--- config.mk ---
export PLATFORM = sky130hd
export DESIGN_NAME = r2fft_ram
export DESIGN_NICKNAME = d
export VERILOG_FILES = /design/src/rtl/core/r2fft_ram.sv
export SDC_FILE = /design/constraint.sdc
export NUM_CORES = 2
export LEC_CHECK = 0
export BUFFER_PORTS_ARGS = -buffer_cell sky130_fd_sc_hd__buf_2
export CAP_MARGIN = 0
export CORE_MARGIN = 2
export CORE_UTILIZATION = 51
export DETAILED_ROUTE_END_ITERATION = 10
export PLACE_DENSITY_LB_ADDON = 0.05
export REMOVE_ABC_BUFFERS = 1
export SLEW_MARGIN = 20
export SYNTH_ARGS = -nofsm -noshare
export SYNTH_HDL_FRONTEND = slang
export SYNTH_SLANG_ARGS = --single-unit
--- constraint.sdc ---
create_clock -name clk_i -period 7.7 [get_ports clk_i]
set_input_delay 1.54 -clock clk_i [delete_from_list [all_inputs] [get_ports clk_i]]
set_output_delay 1.54 -clock clk_i [all_outputs]
set_load 0.05 [all_outputs]
--- src/rtl/core/r2fft_ram.sv ---
// r2fft_ram: generic single-write, single-read ram with registered read
// no dependencies
module r2fft_ram #(
  parameter int unsigned Width = 48,
  parameter int unsigned Depth = 64
) (
  input  logic                     clk_i,
  input  logic                     we_i,
  input  logic [$clog2(Depth)-1:0] waddr_i,
  input  logic [Width-1:0]         wdata_i,
  input  logic [$clog2(Depth)-1:0] raddr_i,
  output logic [Width-1:0]         rdata_o
);

  logic [Width-1:0] mem_q [Depth];

  always_ff @(posedge clk_i) begin
    if (we_i) begin
      mem_q[waddr_i] <= wdata_i;
    end
    rdata_o <= mem_q[raddr_i];
  end

endmodule

======== Yosys cells after proc, flatten, opt, wreduce, memory -nomap -nowiden ========
Memories as Yosys holds them, arrays and structs flattened. A register that Yosys moved wholly into a read port is not among the register bits.
Cells that the tools add are included.
operators by class
  mux-type cells .......................... 2
operators by type and width
  kind               number
  1-bit two-way mux  2
word-level totals
  word-level logic and storage cells ...... 3
  memories kept ........................... 1
  output and inout port bits .............. 48
  memory bits (writable) .................. 3072
  input port bits ......................... 62
  register bits after elaboration ......... 0
memory list
  memory  depth  bits a word  read ports  clocked after memory_dff  wr ports  RTL line  text
  mem_q   64     48           1           1                         1         15        logic [Width-1:0] mem_q [Depth];

======== Logic depth before layout (Yosys ltp) ========
  word-level depth ........................ 2
  gate-level depth with buffers ........... 9
  gate-level depth less buffers ........... 5

======== Worst setup path before layout ========
No wires, ideal clock.
  kind .................................... input port to flip-flop
  start ................................... in waddr_i[3]
  end ..................................... mem mem_q[48][0] (enable)
  slack ................................... 1.875 ns
  arrival time ............................ 5.312 ns
  library setup time ...................... 0.513 ns
  stages on the path ...................... 4
  data required time ...................... 7.187 ns
  buffers on the path ..................... 1
  path through ............................ clkbuf_1 > nor2b_1 > nand4b_1 > nor3_1
RTL lines
  item             RTL line  text
  start, declared  9         input logic [$clog2(Depth)-1:0] waddr_i,
  end, declared    15
No word-level cell before the write port.

==> metrics <==
status completed; die span in y 483.2 µm; Max Clk Rate 248.0 MHz; crit-path max FO around 70; max-cap viol count 0; CTS resizes 0; Post-Syn Area 117,100 µm²; TritonCTS buffer count 333; final instance area roughly 130,000 µm²; post-synth cell types 36; Root Driver clkbuf_16; Yosys top cell area share 0.7877; sequential cell area between 90,000 and 100,000 µm²; multi-input logic area 22,950 µm²; Layout area overhead 12.94%; # fillers ~16,000; most frequent cell after synthesis edfxtp_1; Yosys top cell by area edfxtp_1; Setup crit start kind input pin; Nets between 5,000 and 6,000; crit path DAT 4790 ps; DP HPWL between 150,000 and 200,000 µm; Hold Crit Class register to register; Fin Clk Skew roughly 36 ps; via-per-instance ratio approximately 6.6; Seq/Total Area, Yosys 0.7959; Routed Antenna Nets 0; fin util 0.5803; post-synthesis instance total ~5,000; pwr/cell area between 200 and 300 nW/µm²; Synth Flop Type edfxtp_1; die area between 200,000 and 250,000 µm²; pin count of the biggest net entering global routing roughly 130; post-CTS setup buffer count 0; clock insertion delay at the later pin of the skew report 940 ps; Setup CP Type input pin to register; Post-DP Area about 120,000 µm²; clock-pin slew on the worst setup and hold paths about 60 ps; total power draw 35.75 mW; routability cong. a little under 0.8; unrepaired setup endpoints after global routing false; Ys Warns 0; Tightest Pin Transition about 1200 ps; Commonest cells post-synth 3,072 x edfxtp_1, 754 x mux4_2, 132 x nor2_1; antenna violations before repair 17; Post-synth EDFFs slightly above 3,000; final max-slew violation count 0; Initial Util 0.5138; die width ~480 µm; syn avg cell area ~24 µm²; row count ~180; WL per Instance 37.69 µm; deepest clock path buffer count 4; GRT Residual Overflow 0; Slew headroom 0.2230; Async SR Flop Fraction 0; Leak 41.05 nW; DRT Pass-1 Iters 6; largest cells by area after synthesis edfxtp_1 79%, mux4_2 14%, dfxtp_1 0.82%, o22ai_1 0.65%, a221oi_1 0.62%; first-pass GRT wire length 450,400 µm; Post-CTS Hold Buffers 0; final hold viol count 0; crit end category register; H-tree levels 5; CTS sink cnt 3,120; Core Area about 230,000 µm²; FF+latch count, synth 3,120; Ports 110; CTS tree done; vias 56,380; endpoints failing setup 0; drt first-iter violations about 7,000; final worst path period need between 4000 and 5000 ps; Req. time, crit path 8460 ps; gr usage total 0.2767; final setup TNS 0 ps; DR DRC count 0; VDD IR max slightly below 0.2 mV; share of cells above drive strength 1 0.2817; # port buffers around 110; Final period util 0.5236; wirelength, routed ~320,000 µm; vias in the first global route approximately 57,000
-- cell families after synthesis --
group                  synth area share
AOI/OAI and AO/OA               0.03024
buffers and inverters           0.01279
and+or+nand+nor                0.009572
muxes                            0.1515
DFF                              0.7959
-- report_power, final --
part	total, mW	internal, mW	switching [mW]
Sequential	18.9	18.8	0.0610
Combinational	1.75	0.591	1.15
Clock	15.1	8.78	6.35
-- stage by stage --
stage | setup slack, ps | cells | hold slack [ps]
final | 3668 | 8557 | 811.0
after global routing | 3655 | 8553 | 861.5
after CTS | 3774 | 8548 | 819.6
after detailed placement | 2814 | 7969 | 806.8
after global placement | 2826 | 7967 | 796.9
after floorplan | 2027 | 4688 | 709.9
-- routing by layer --
| layer | vias to the layer above | share of wire | GRT usage |
|---|---|---|---|
| li1 | 22160 | - | - |
| met1 | 31040 | 0.41 | 0.3950 |
| met2 | 2582 | 0.49 | 0.4438 |
| met3 | 593 | 0.076 | 0.04544 |
| met4 | 0 | 0.032 | 0.08450 |
| met5 | - | 0 | 0 |
-- cells in the final DEF, fill, tap and decap left out, drive strengths merged --
| master | netlist | routed |
|---|---|---|
| a211oi | 32 | 32 |
| a21oi | 74 | 74 |
| a221oi | 83 | 83 |
| a22o | 57 | 57 |
| a22oi | 72 | 72 |
| a311o | 1 | 1 |
| a311oi | 11 | 11 |
| a31o | 5 | 5 |
| a31oi | 1 | 1 |
| and2 | 3 | 3 |
| and3 | 1 | 1 |
| buf | 183 | 274 |
| bufinv | 0 | 18 |
| clkbuf | 99 | 434 |
| clkinv | 0 | 121 |
| clkinvlp | 0 | 3 |
| dfxtp | 48 | 48 |
| diode | 0 | 7 |
| edfxtp | 3072 | 3072 |
| inv | 0 | 3 |
| mux2 | 12 | 12 |
| mux2i | 63 | 63 |
| mux4 | 754 | 754 |
| nand2 | 55 | 55 |
| nand2b | 10 | 10 |
| nand3 | 7 | 7 |
| nand3b | 5 | 5 |
| nand4 | 2 | 2 |
| nand4b | 1 | 1 |
| nor2 | 132 | 132 |
| nor2b | 24 | 24 |
| nor3 | 3 | 3 |
| o221ai | 28 | 28 |
| o22ai | 122 | 122 |
| or2 | 3 | 3 |
| or3 | 3 | 3 |
| or3b | 4 | 4 |
-- registers in the layout, summed over array words and instances (netlist names) --
signal and flops:
mem_q 3072, rdata_o 48
-- critical path: stages --
cell	delay (ps)
buf_8	460
buf_4	840
nor2b_4	290
buf_4	550
a221oi_1	220
a221oi_1	490
-- worst paths after layout --
path	start	to	slack [ps]	cells after the start
worst max-delay path	raddr_i[2]	rdata_o[29]	3670	6
worst min-delay path	mem_q[58][36]	rdata_o[36]	810	4
worst max register to register	mem_q[47][18]	rdata_o[18]	5520	5
worst min register to register	mem_q[58][36]	rdata_o[36]	810	4
-- final cells by class --
class	instances	area share
Sequential cell	3120	0.7047
Multi-Input combinational cell	1568	0.1735
Clock buffer	434	0.06797
Tap cell	3009	0.02846
Timing Repair Buffer	274	0.01654
Clock inverter	145	0.008674
Antenna cell	7	0.0001324
(Power assumes the default switching activity.)
