===== config.mk =====
export PLATFORM = sky130hd
export DESIGN_NAME = r2fft_bfly
export DESIGN_NICKNAME = d
export VERILOG_FILES = /design/src/rtl/core/r2fft_pkg.sv /design/src/rtl/core/r2fft_bfly.sv
export SDC_FILE = /design/constraint.sdc
export NUM_CORES = 2
export LEC_CHECK = 0
export BUFFER_PORTS_ARGS = -buffer_cell sky130_fd_sc_hd__buf_2
export CORE_ASPECT_RATIO = 0.5
export CORE_MARGIN = 10
export CORE_UTILIZATION = 55
export CTS_CLUSTER_DIAMETER = 80
export DETAILED_ROUTE_END_ITERATION = 12
export PLACE_DENSITY = 0.72
export SETUP_SLACK_MARGIN = 0.3
export SKIP_LAST_GASP = 1
export SYNTH_ARGS = -nofsm -noshare
export SYNTH_HDL_FRONTEND = slang
export SYNTH_SLANG_ARGS = --single-unit
export TNS_END_PERCENT = 10

===== constraint.sdc =====
create_clock -name clk_i -period 25.1 [get_ports clk_i]
set_input_delay 3.765 -clock clk_i [delete_from_list [all_inputs] [get_ports clk_i]]
set_output_delay 3.765 -clock clk_i [all_outputs]
set_load 0.03 [all_outputs]

===== src/rtl/core/r2fft_pkg.sv =====
// r2fft_pkg: constants, types and twiddle rom for the radix-2 frame fft
// used by r2fft_bfly and radix2_fft_frame
package r2fft_pkg;

  localparam int unsigned NPointsDef = 64;
  localparam int unsigned MaxPoints  = 64;
  localparam int unsigned SampleW    = 16;
  localparam int unsigned BinW       = 22;
  localparam int unsigned AccW       = 24;
  localparam int unsigned TwW        = 17;

  typedef enum logic [2:0] {
    ST_LOAD,
    ST_RD,
    ST_MUL,
    ST_WR,
    ST_OUT_RD,
    ST_OUT
  } state_e;

  // quarter-wave cosine table, 2^15 scale
  function automatic logic signed [TwW-1:0] cos_q(input logic [4:0] k);
    logic signed [TwW-1:0] r;
    begin
      case (k)
        5'd0:  r = 17'sd32768;
        5'd1:  r = 17'sd32610;
        5'd2:  r = 17'sd32138;
        5'd3:  r = 17'sd31357;
        5'd4:  r = 17'sd30274;
        5'd5:  r = 17'sd28899;
        5'd6:  r = 17'sd27246;
        5'd7:  r = 17'sd25330;
        5'd8:  r = 17'sd23170;
        5'd9:  r = 17'sd20788;
        5'd10: r = 17'sd18205;
        5'd11: r = 17'sd15447;
        5'd12: r = 17'sd12540;
        5'd13: r = 17'sd9512;
        5'd14: r = 17'sd6393;
        5'd15: r = 17'sd3212;
        default: r = 17'sd0;
      endcase
      return r;
    end
  endfunction

  // twiddle for angle 2*pi*k/64: wr = cos, wi = -sin
  typedef struct packed {
    logic signed [TwW-1:0] wr;
    logic signed [TwW-1:0] wi;
  } twid_t;

  function automatic twid_t twiddle(input logic [4:0] k);
    twid_t t;
    begin
      if (k <= 5'd16) begin
        t.wr = cos_q(k);
        t.wi = -cos_q(5'd16 - k);
      end else begin
        t.wr = -cos_q(5'(6'd32 - {1'b0, k}));
        t.wi = -cos_q(k - 5'd16);
      end
      return t;
    end
  endfunction

endpackage


===== src/rtl/core/r2fft_bfly.sv =====
// r2fft_bfly: shared complex multiply and add/subtract butterfly unit
// depends on r2fft_pkg; multiply registered, then round and add
module r2fft_bfly (
  input  logic                                clk_i,
  input  logic signed [r2fft_pkg::AccW-1:0]   ore_i,
  input  logic signed [r2fft_pkg::AccW-1:0]   oim_i,
  input  r2fft_pkg::twid_t                    tw_i,
  input  logic signed [r2fft_pkg::AccW-1:0]   ere_i,
  input  logic signed [r2fft_pkg::AccW-1:0]   eim_i,
  output logic signed [r2fft_pkg::AccW-1:0]   are_o,
  output logic signed [r2fft_pkg::AccW-1:0]   aim_o,
  output logic signed [r2fft_pkg::AccW-1:0]   bre_o,
  output logic signed [r2fft_pkg::AccW-1:0]   bim_o
);

  localparam int unsigned PW = r2fft_pkg::AccW + r2fft_pkg::TwW + 1;

  logic signed [PW-1:0] pr_q, pi_q;
  logic signed [PW-1:0] rr, ri;

  // operands sign-extended to the product width before multiplying
  always_ff @(posedge clk_i) begin
    pr_q <= PW'(tw_i.wr) * PW'(ore_i) - PW'(tw_i.wi) * PW'(oim_i);
    pi_q <= PW'(tw_i.wr) * PW'(oim_i) + PW'(tw_i.wi) * PW'(ore_i);
  end

  // round half up, arithmetic shift floors
  assign rr = (pr_q + PW'(16384)) >>> 15;
  assign ri = (pi_q + PW'(16384)) >>> 15;

  assign are_o = ere_i + rr[r2fft_pkg::AccW-1:0];
  assign aim_o = eim_i + ri[r2fft_pkg::AccW-1:0];
  assign bre_o = ere_i - rr[r2fft_pkg::AccW-1:0];
  assign bim_o = eim_i - ri[r2fft_pkg::AccW-1:0];

endmodule


After elaboration in Yosys (flattened, before gate mapping)
Index checks and enable logic that the tools add are counted.
{"block": "op_classes", "multipliers": 4, "addsub": 8}
{"cell": "17-bit by 24-bit multiplier with 39-bit output", "count": 4}
{"cell": "39-bit by 16-bit adder with 39-bit output (second input constant)", "count": 2}
{"cell": "24-bit adder", "count": 2}
{"cell": "24-bit subtractor", "count": 2}
{"cell": "39-bit adder", "count": 1}
{"cell": "39-bit subtractor", "count": 1}
{"block": "word_totals", "out_inout_bits": 96, "inputBits": 131, "reg_bits": 78}

Depth between registers and ports, before layout
{"block": "depth", "word_depth": 2, "ltp_mapped": 32, "mapped_depth_nobuf": 30}

Worst setup path before layout
OpenSTA, ideal clock, no wires.
{"block": "synth_timing", "kind": "input -> register", "start": "input tw_i[21] (netlist name)", "end": "register pi_q[33]", "setup_slack_ns": 13.845, "n_path_buf": 2, "t_arrival_ns": 11.183, "cell_stages": 29, "setup_time_ns": 0.072, "cell_sequence": "clkbuf_1 > clkbuf_1 > nand2_1 > fa_1 > fa_1 > inv_1 > fa_1 > inv_1 > fa_1 > fa_1 > inv_1 > fa_1 > fa_1 > inv_1 > fa_1 > inv_1 > ha_1 > a211oi_1 > nand2_1 > a311oi_1 > nor3b_1 > o41a_1 > o311a_1 > nor3_2 > o21a_1 > nor2_1 > a311o_1 > a21oi_2 > xnor2_1"}
{"block": "synth_between", "elab_chain_len": 2}
{"element": "from (decl)", "line_no": "r2fft_bfly.sv:7", "rtl": "input r2fft_pkg::twid_t tw_i,"}
{"element": "17-bit by 24-bit multiplier with 39-bit output", "line_no": "r2fft_bfly.sv:24", "rtl": "pi_q <= PW'(tw_i.wr) * PW'(oim_i) + PW'(tw_i.wi) * PW'(ore_i);"}
{"element": "39-bit adder", "line_no": "r2fft_bfly.sv:24"}
{"element": "to (signal assigned)", "line_no": "r2fft_bfly.sv:24"}
{"element": "to (decl)", "line_no": "r2fft_bfly.sv:18", "rtl": "logic signed [PW-1:0] pr_q, pi_q;"}
No other way between the ends.

Worst setup path in the final report
{"block": "layout_timing", "start": "input tw_i[18] (netlist name)", "end": "register pr_q[36]"}
{"block": "layout_between", "elab_chain_len": 2}
{"element": "17-bit by 24-bit multiplier with 39-bit output", "line_no": "r2fft_bfly.sv:23", "rtl": "pr_q <= PW'(tw_i.wr) * PW'(ore_i) - PW'(tw_i.wi) * PW'(oim_i);"}
{"element": "39-bit subtractor", "line_no": "r2fft_bfly.sv:23"}
{"element": "to (signal assigned)", "line_no": "r2fft_bfly.sv:23"}
{"element": "to (decl)", "line_no": "r2fft_bfly.sv:18"}
No other way between the ends.

==> impl_metrics.py <==
metrics = {
    "run_status": {
        "outcome": "complete, no violations",
    },
    "cells_and_area": {
        "layout_commonest_cell": "inv_1",
        "fill_cells": 9711,
        "nets": 8893,
        "drive_above_1_share_pct": 4.58,
        "design_area_sq_mm": 0.0638,
        "multi_input_area_sq_mm": 0.0524,
        "regArea_sq_mm": 0.00100,
        "layout_common_cells": "1,804 x inv_1, 1,692 x fa_1, 802 x and2_1",
        "fin_cells": 8169,
        "area_growth_pct": 3.90,
    },
    "detailed_routing": {
        "vias": 43320,
        "vias_per_cell": 5.30,
        "wirelength_um": 163000,
        "ant_nets": 0,
        "remaining_drc_errors": 0,
        "initialDrtViolationCount": 2878,
        "first_pass_iters": 6,
        "wl_per_cell_um": 19.9,
    },
    "placed_design": {
        "place_area_sq_mm": 0.0637,
        "hpwl_um": 126000,
        "numPortBuffers": 226,
        "dp_cells": 8153,
        "place_congestion": 0.931,
    },
    "clock_tree": {
        "clk_root_buffer_cell": "clkbuf_16",
        "ctsLongestPathBuffers": 2,
        "cts_tree": "yes",
        "htree_levels": 2,
        "cts_made_buffers": 5,
        "cts.sinks": 50,
        "clk_pin_slew_ns": 0.09,
        "postCtsSetupRepairBufs": 0,
        "cts_hold_buf": 0,
        "cts_resized": 0,
    },
    "sta": {
        "timing.slew.headroom_pct": 24.6,
        "finalSetupTns_ns": 0,
        "maxSlewViolCount": 0,
        "finalHoldViolations": 0,
        "finalCritPeriodShare_pct": 48.2,
        "period_needed_ns": 12.10,
        "hold_slack_ns": 4.47,
        "rsz0062_at_grt": "no",
        "setup_viol": 0,
        "worst_pin_slew_ns": 1.12,
        "max_freq_ghz": 0.0827,
    },
    "worst_setup_path": {
        "critical_path_class": "in -> reg",
        "cp_slowest_stage_delay_ns": 0.79,
        "required_ns": 25.38,
        "cpMostUsedCell": "fa_1",
        "critPathLaunch": "tw_i[18]",
        "cp_slowest_cell": "buf_2",
        "arrival_ns": 12.38,
        "crit_path_start_kind": "primary input",
        "worst_setup_path_end_kind": "flop",
        "path_buf_inv": 6,
        "crit_family": "adder cells",
        "cp_max_fo": 48,
    },
    "grt": {
        "grt_pass1_vias": 47798,
        "gr-total-overflow": 0,
        "grt_usage_pct": 26.8,
        "grt_pass1_wl_um": 268000,
        "antenna_found_initial": 12,
        "grt_max_degree": 50,
    },
    "synth": {
        "synth-seq-area-share_pct": 1.63,
        "synth_edf_count": 0,
        "yosys_warnings": 0,
        "postSynthAreaPerCell_sq_um": 9.17,
        "yosysUniqueCellTypes": 55,
        "ys_ff_latch": 50,
        "async_flop_share_pct": 0,
        "synth_cells": 6703,
        "synth_flop_cell": "dfxtp_1",
        "syn_area_sq_mm": 0.0614,
        "syn_nets": 8932,
    },
    "floorplanning": {
        "core.rowCount": 86,
        "start_util_pct": 55.6,
        "core_sq_mm": 0.111,
        "die_area_sq_mm": 0.126,
        "fp.dieH_um": 256,
        "die_w_um": 493,
        "pin_count": 227,
    },
    "hold_path": {
        "hold_start": "oim_i[23]",
        "min_path_type": "in -> reg",
    },
    "flow_run": {
        "drv_cap": 0,
    },
}
-- sequential cells by signal (all words and copies together), names as in the netlist --
name  flops
pr_q     25
pi_q     25
-- metal layers --
| layer | part of all wire [%] | vias up | track usage (%) | wire length [um] |
|---|---|---|---|---|
| met3 | 8.9 | 342 | 5.29 | 14500 |
| met4 | 4.6 | 2 | 10.1 | 7420 |
| li1 | - | 18786 | - | - |
| met2 | 46 | 1805 | 42.9 | 74700 |
| met5 | 0.0074 | - | 0 | 12 |
| met1 | 41 | 22385 | 36.2 | 66000 |
-- final cells by class --
type	count	share of cell area (%)
multi-input cells	4514	82.1
inverters	1804	10.6
well taps	1496	2.93
repair buffers	289	2.51
flip-flops and latches	50	1.57
clock buffers	7	0.208
clock inverters	1	0.0470
diodes	8	0.0314
-- Yosys cell counts, types with 3 or more instances --
master | n | area [sq um]
o211ai_1 | 10 | 75.1
ha_1 | 406 | 5080
a31oi_1 | 9 | 56.3
fa_1 | 1692 | 33900
nand2b_1 | 33 | 206
inv_1 | 1804 | 6770
a21o_1 | 28 | 210
clkbuf_1 | 330 | 1240
nand3_1 | 24 | 120
o21ai_1 | 3 | 15.0
o21bai_1 | 26 | 195
a21boi_0 | 3 | 22.5
dfxtp_1 | 50 | 1000
nand2_1 | 783 | 2940
nor2_1 | 134 | 503
and3_1 | 21 | 131
xor2_1 | 70 | 613
o21a_1 | 16 | 120
o41ai_1 | 6 | 52.6
nor4_1 | 6 | 37.5
and2_1 | 802 | 5020
nor3b_1 | 5 | 37.5
a21oi_1 | 87 | 435
nand4_1 | 12 | 75.1
or2_2 | 3 | 18.8
a2111oi_0 | 4 | 35.0
a221o_1 | 4 | 40.0
xnor2_1 | 174 | 1520
nor3_1 | 25 | 125
o21ai_0 | 30 | 150
or3_1 | 8 | 50.1
nor2b_1 | 49 | 307
o31ai_1 | 9 | 67.6
a211oi_1 | 7 | 52.6
buf_1 | 3 | 11.3
-- kinds of logic (layout without fill, tap and decap cells) --
kind of cell / Yosys count / after routing / share of synthesized area [%]
flip-flops: 50 / 50 / 1.63
AND/OR/NAND/NOR: 1912 / 1912 / 15.7
XOR/XNOR: 244 / 244 / 3.48
other: 0 / 8 / 0
AO/OA/AOI/OAI: 260 / 260 / 2.75
adder cells (fa/ha/maj): 2098 / 2098 / 63.4
buffers and inverters: 2139 / 2101 / 13.1
-- worst paths after layout --
kind	to	slack, ns	cells after the start
setup / recovery	pr_q[36]	13.00	28
hold / removal	pi_q[38]	4.47	6
-- metrics by stage --
| stage | setup WS [ns] | utilization, % |
|---|---|---|
| 5_1_grt | 12.60 | 57.8 |
| 6_report | 13.00 | 57.8 |
| 2_1_floorplan | 13.84 | - |
| 4_1_cts | 13.13 | 57.8 |
| 3_5_place_dp | 12.74 | 57.6 |
| 3_3_place_gp | 12.92 | 57.6 |
Power is not shown: default switching activity piles up to over one toggle a cycle in this logic, so the estimate is an artifact.
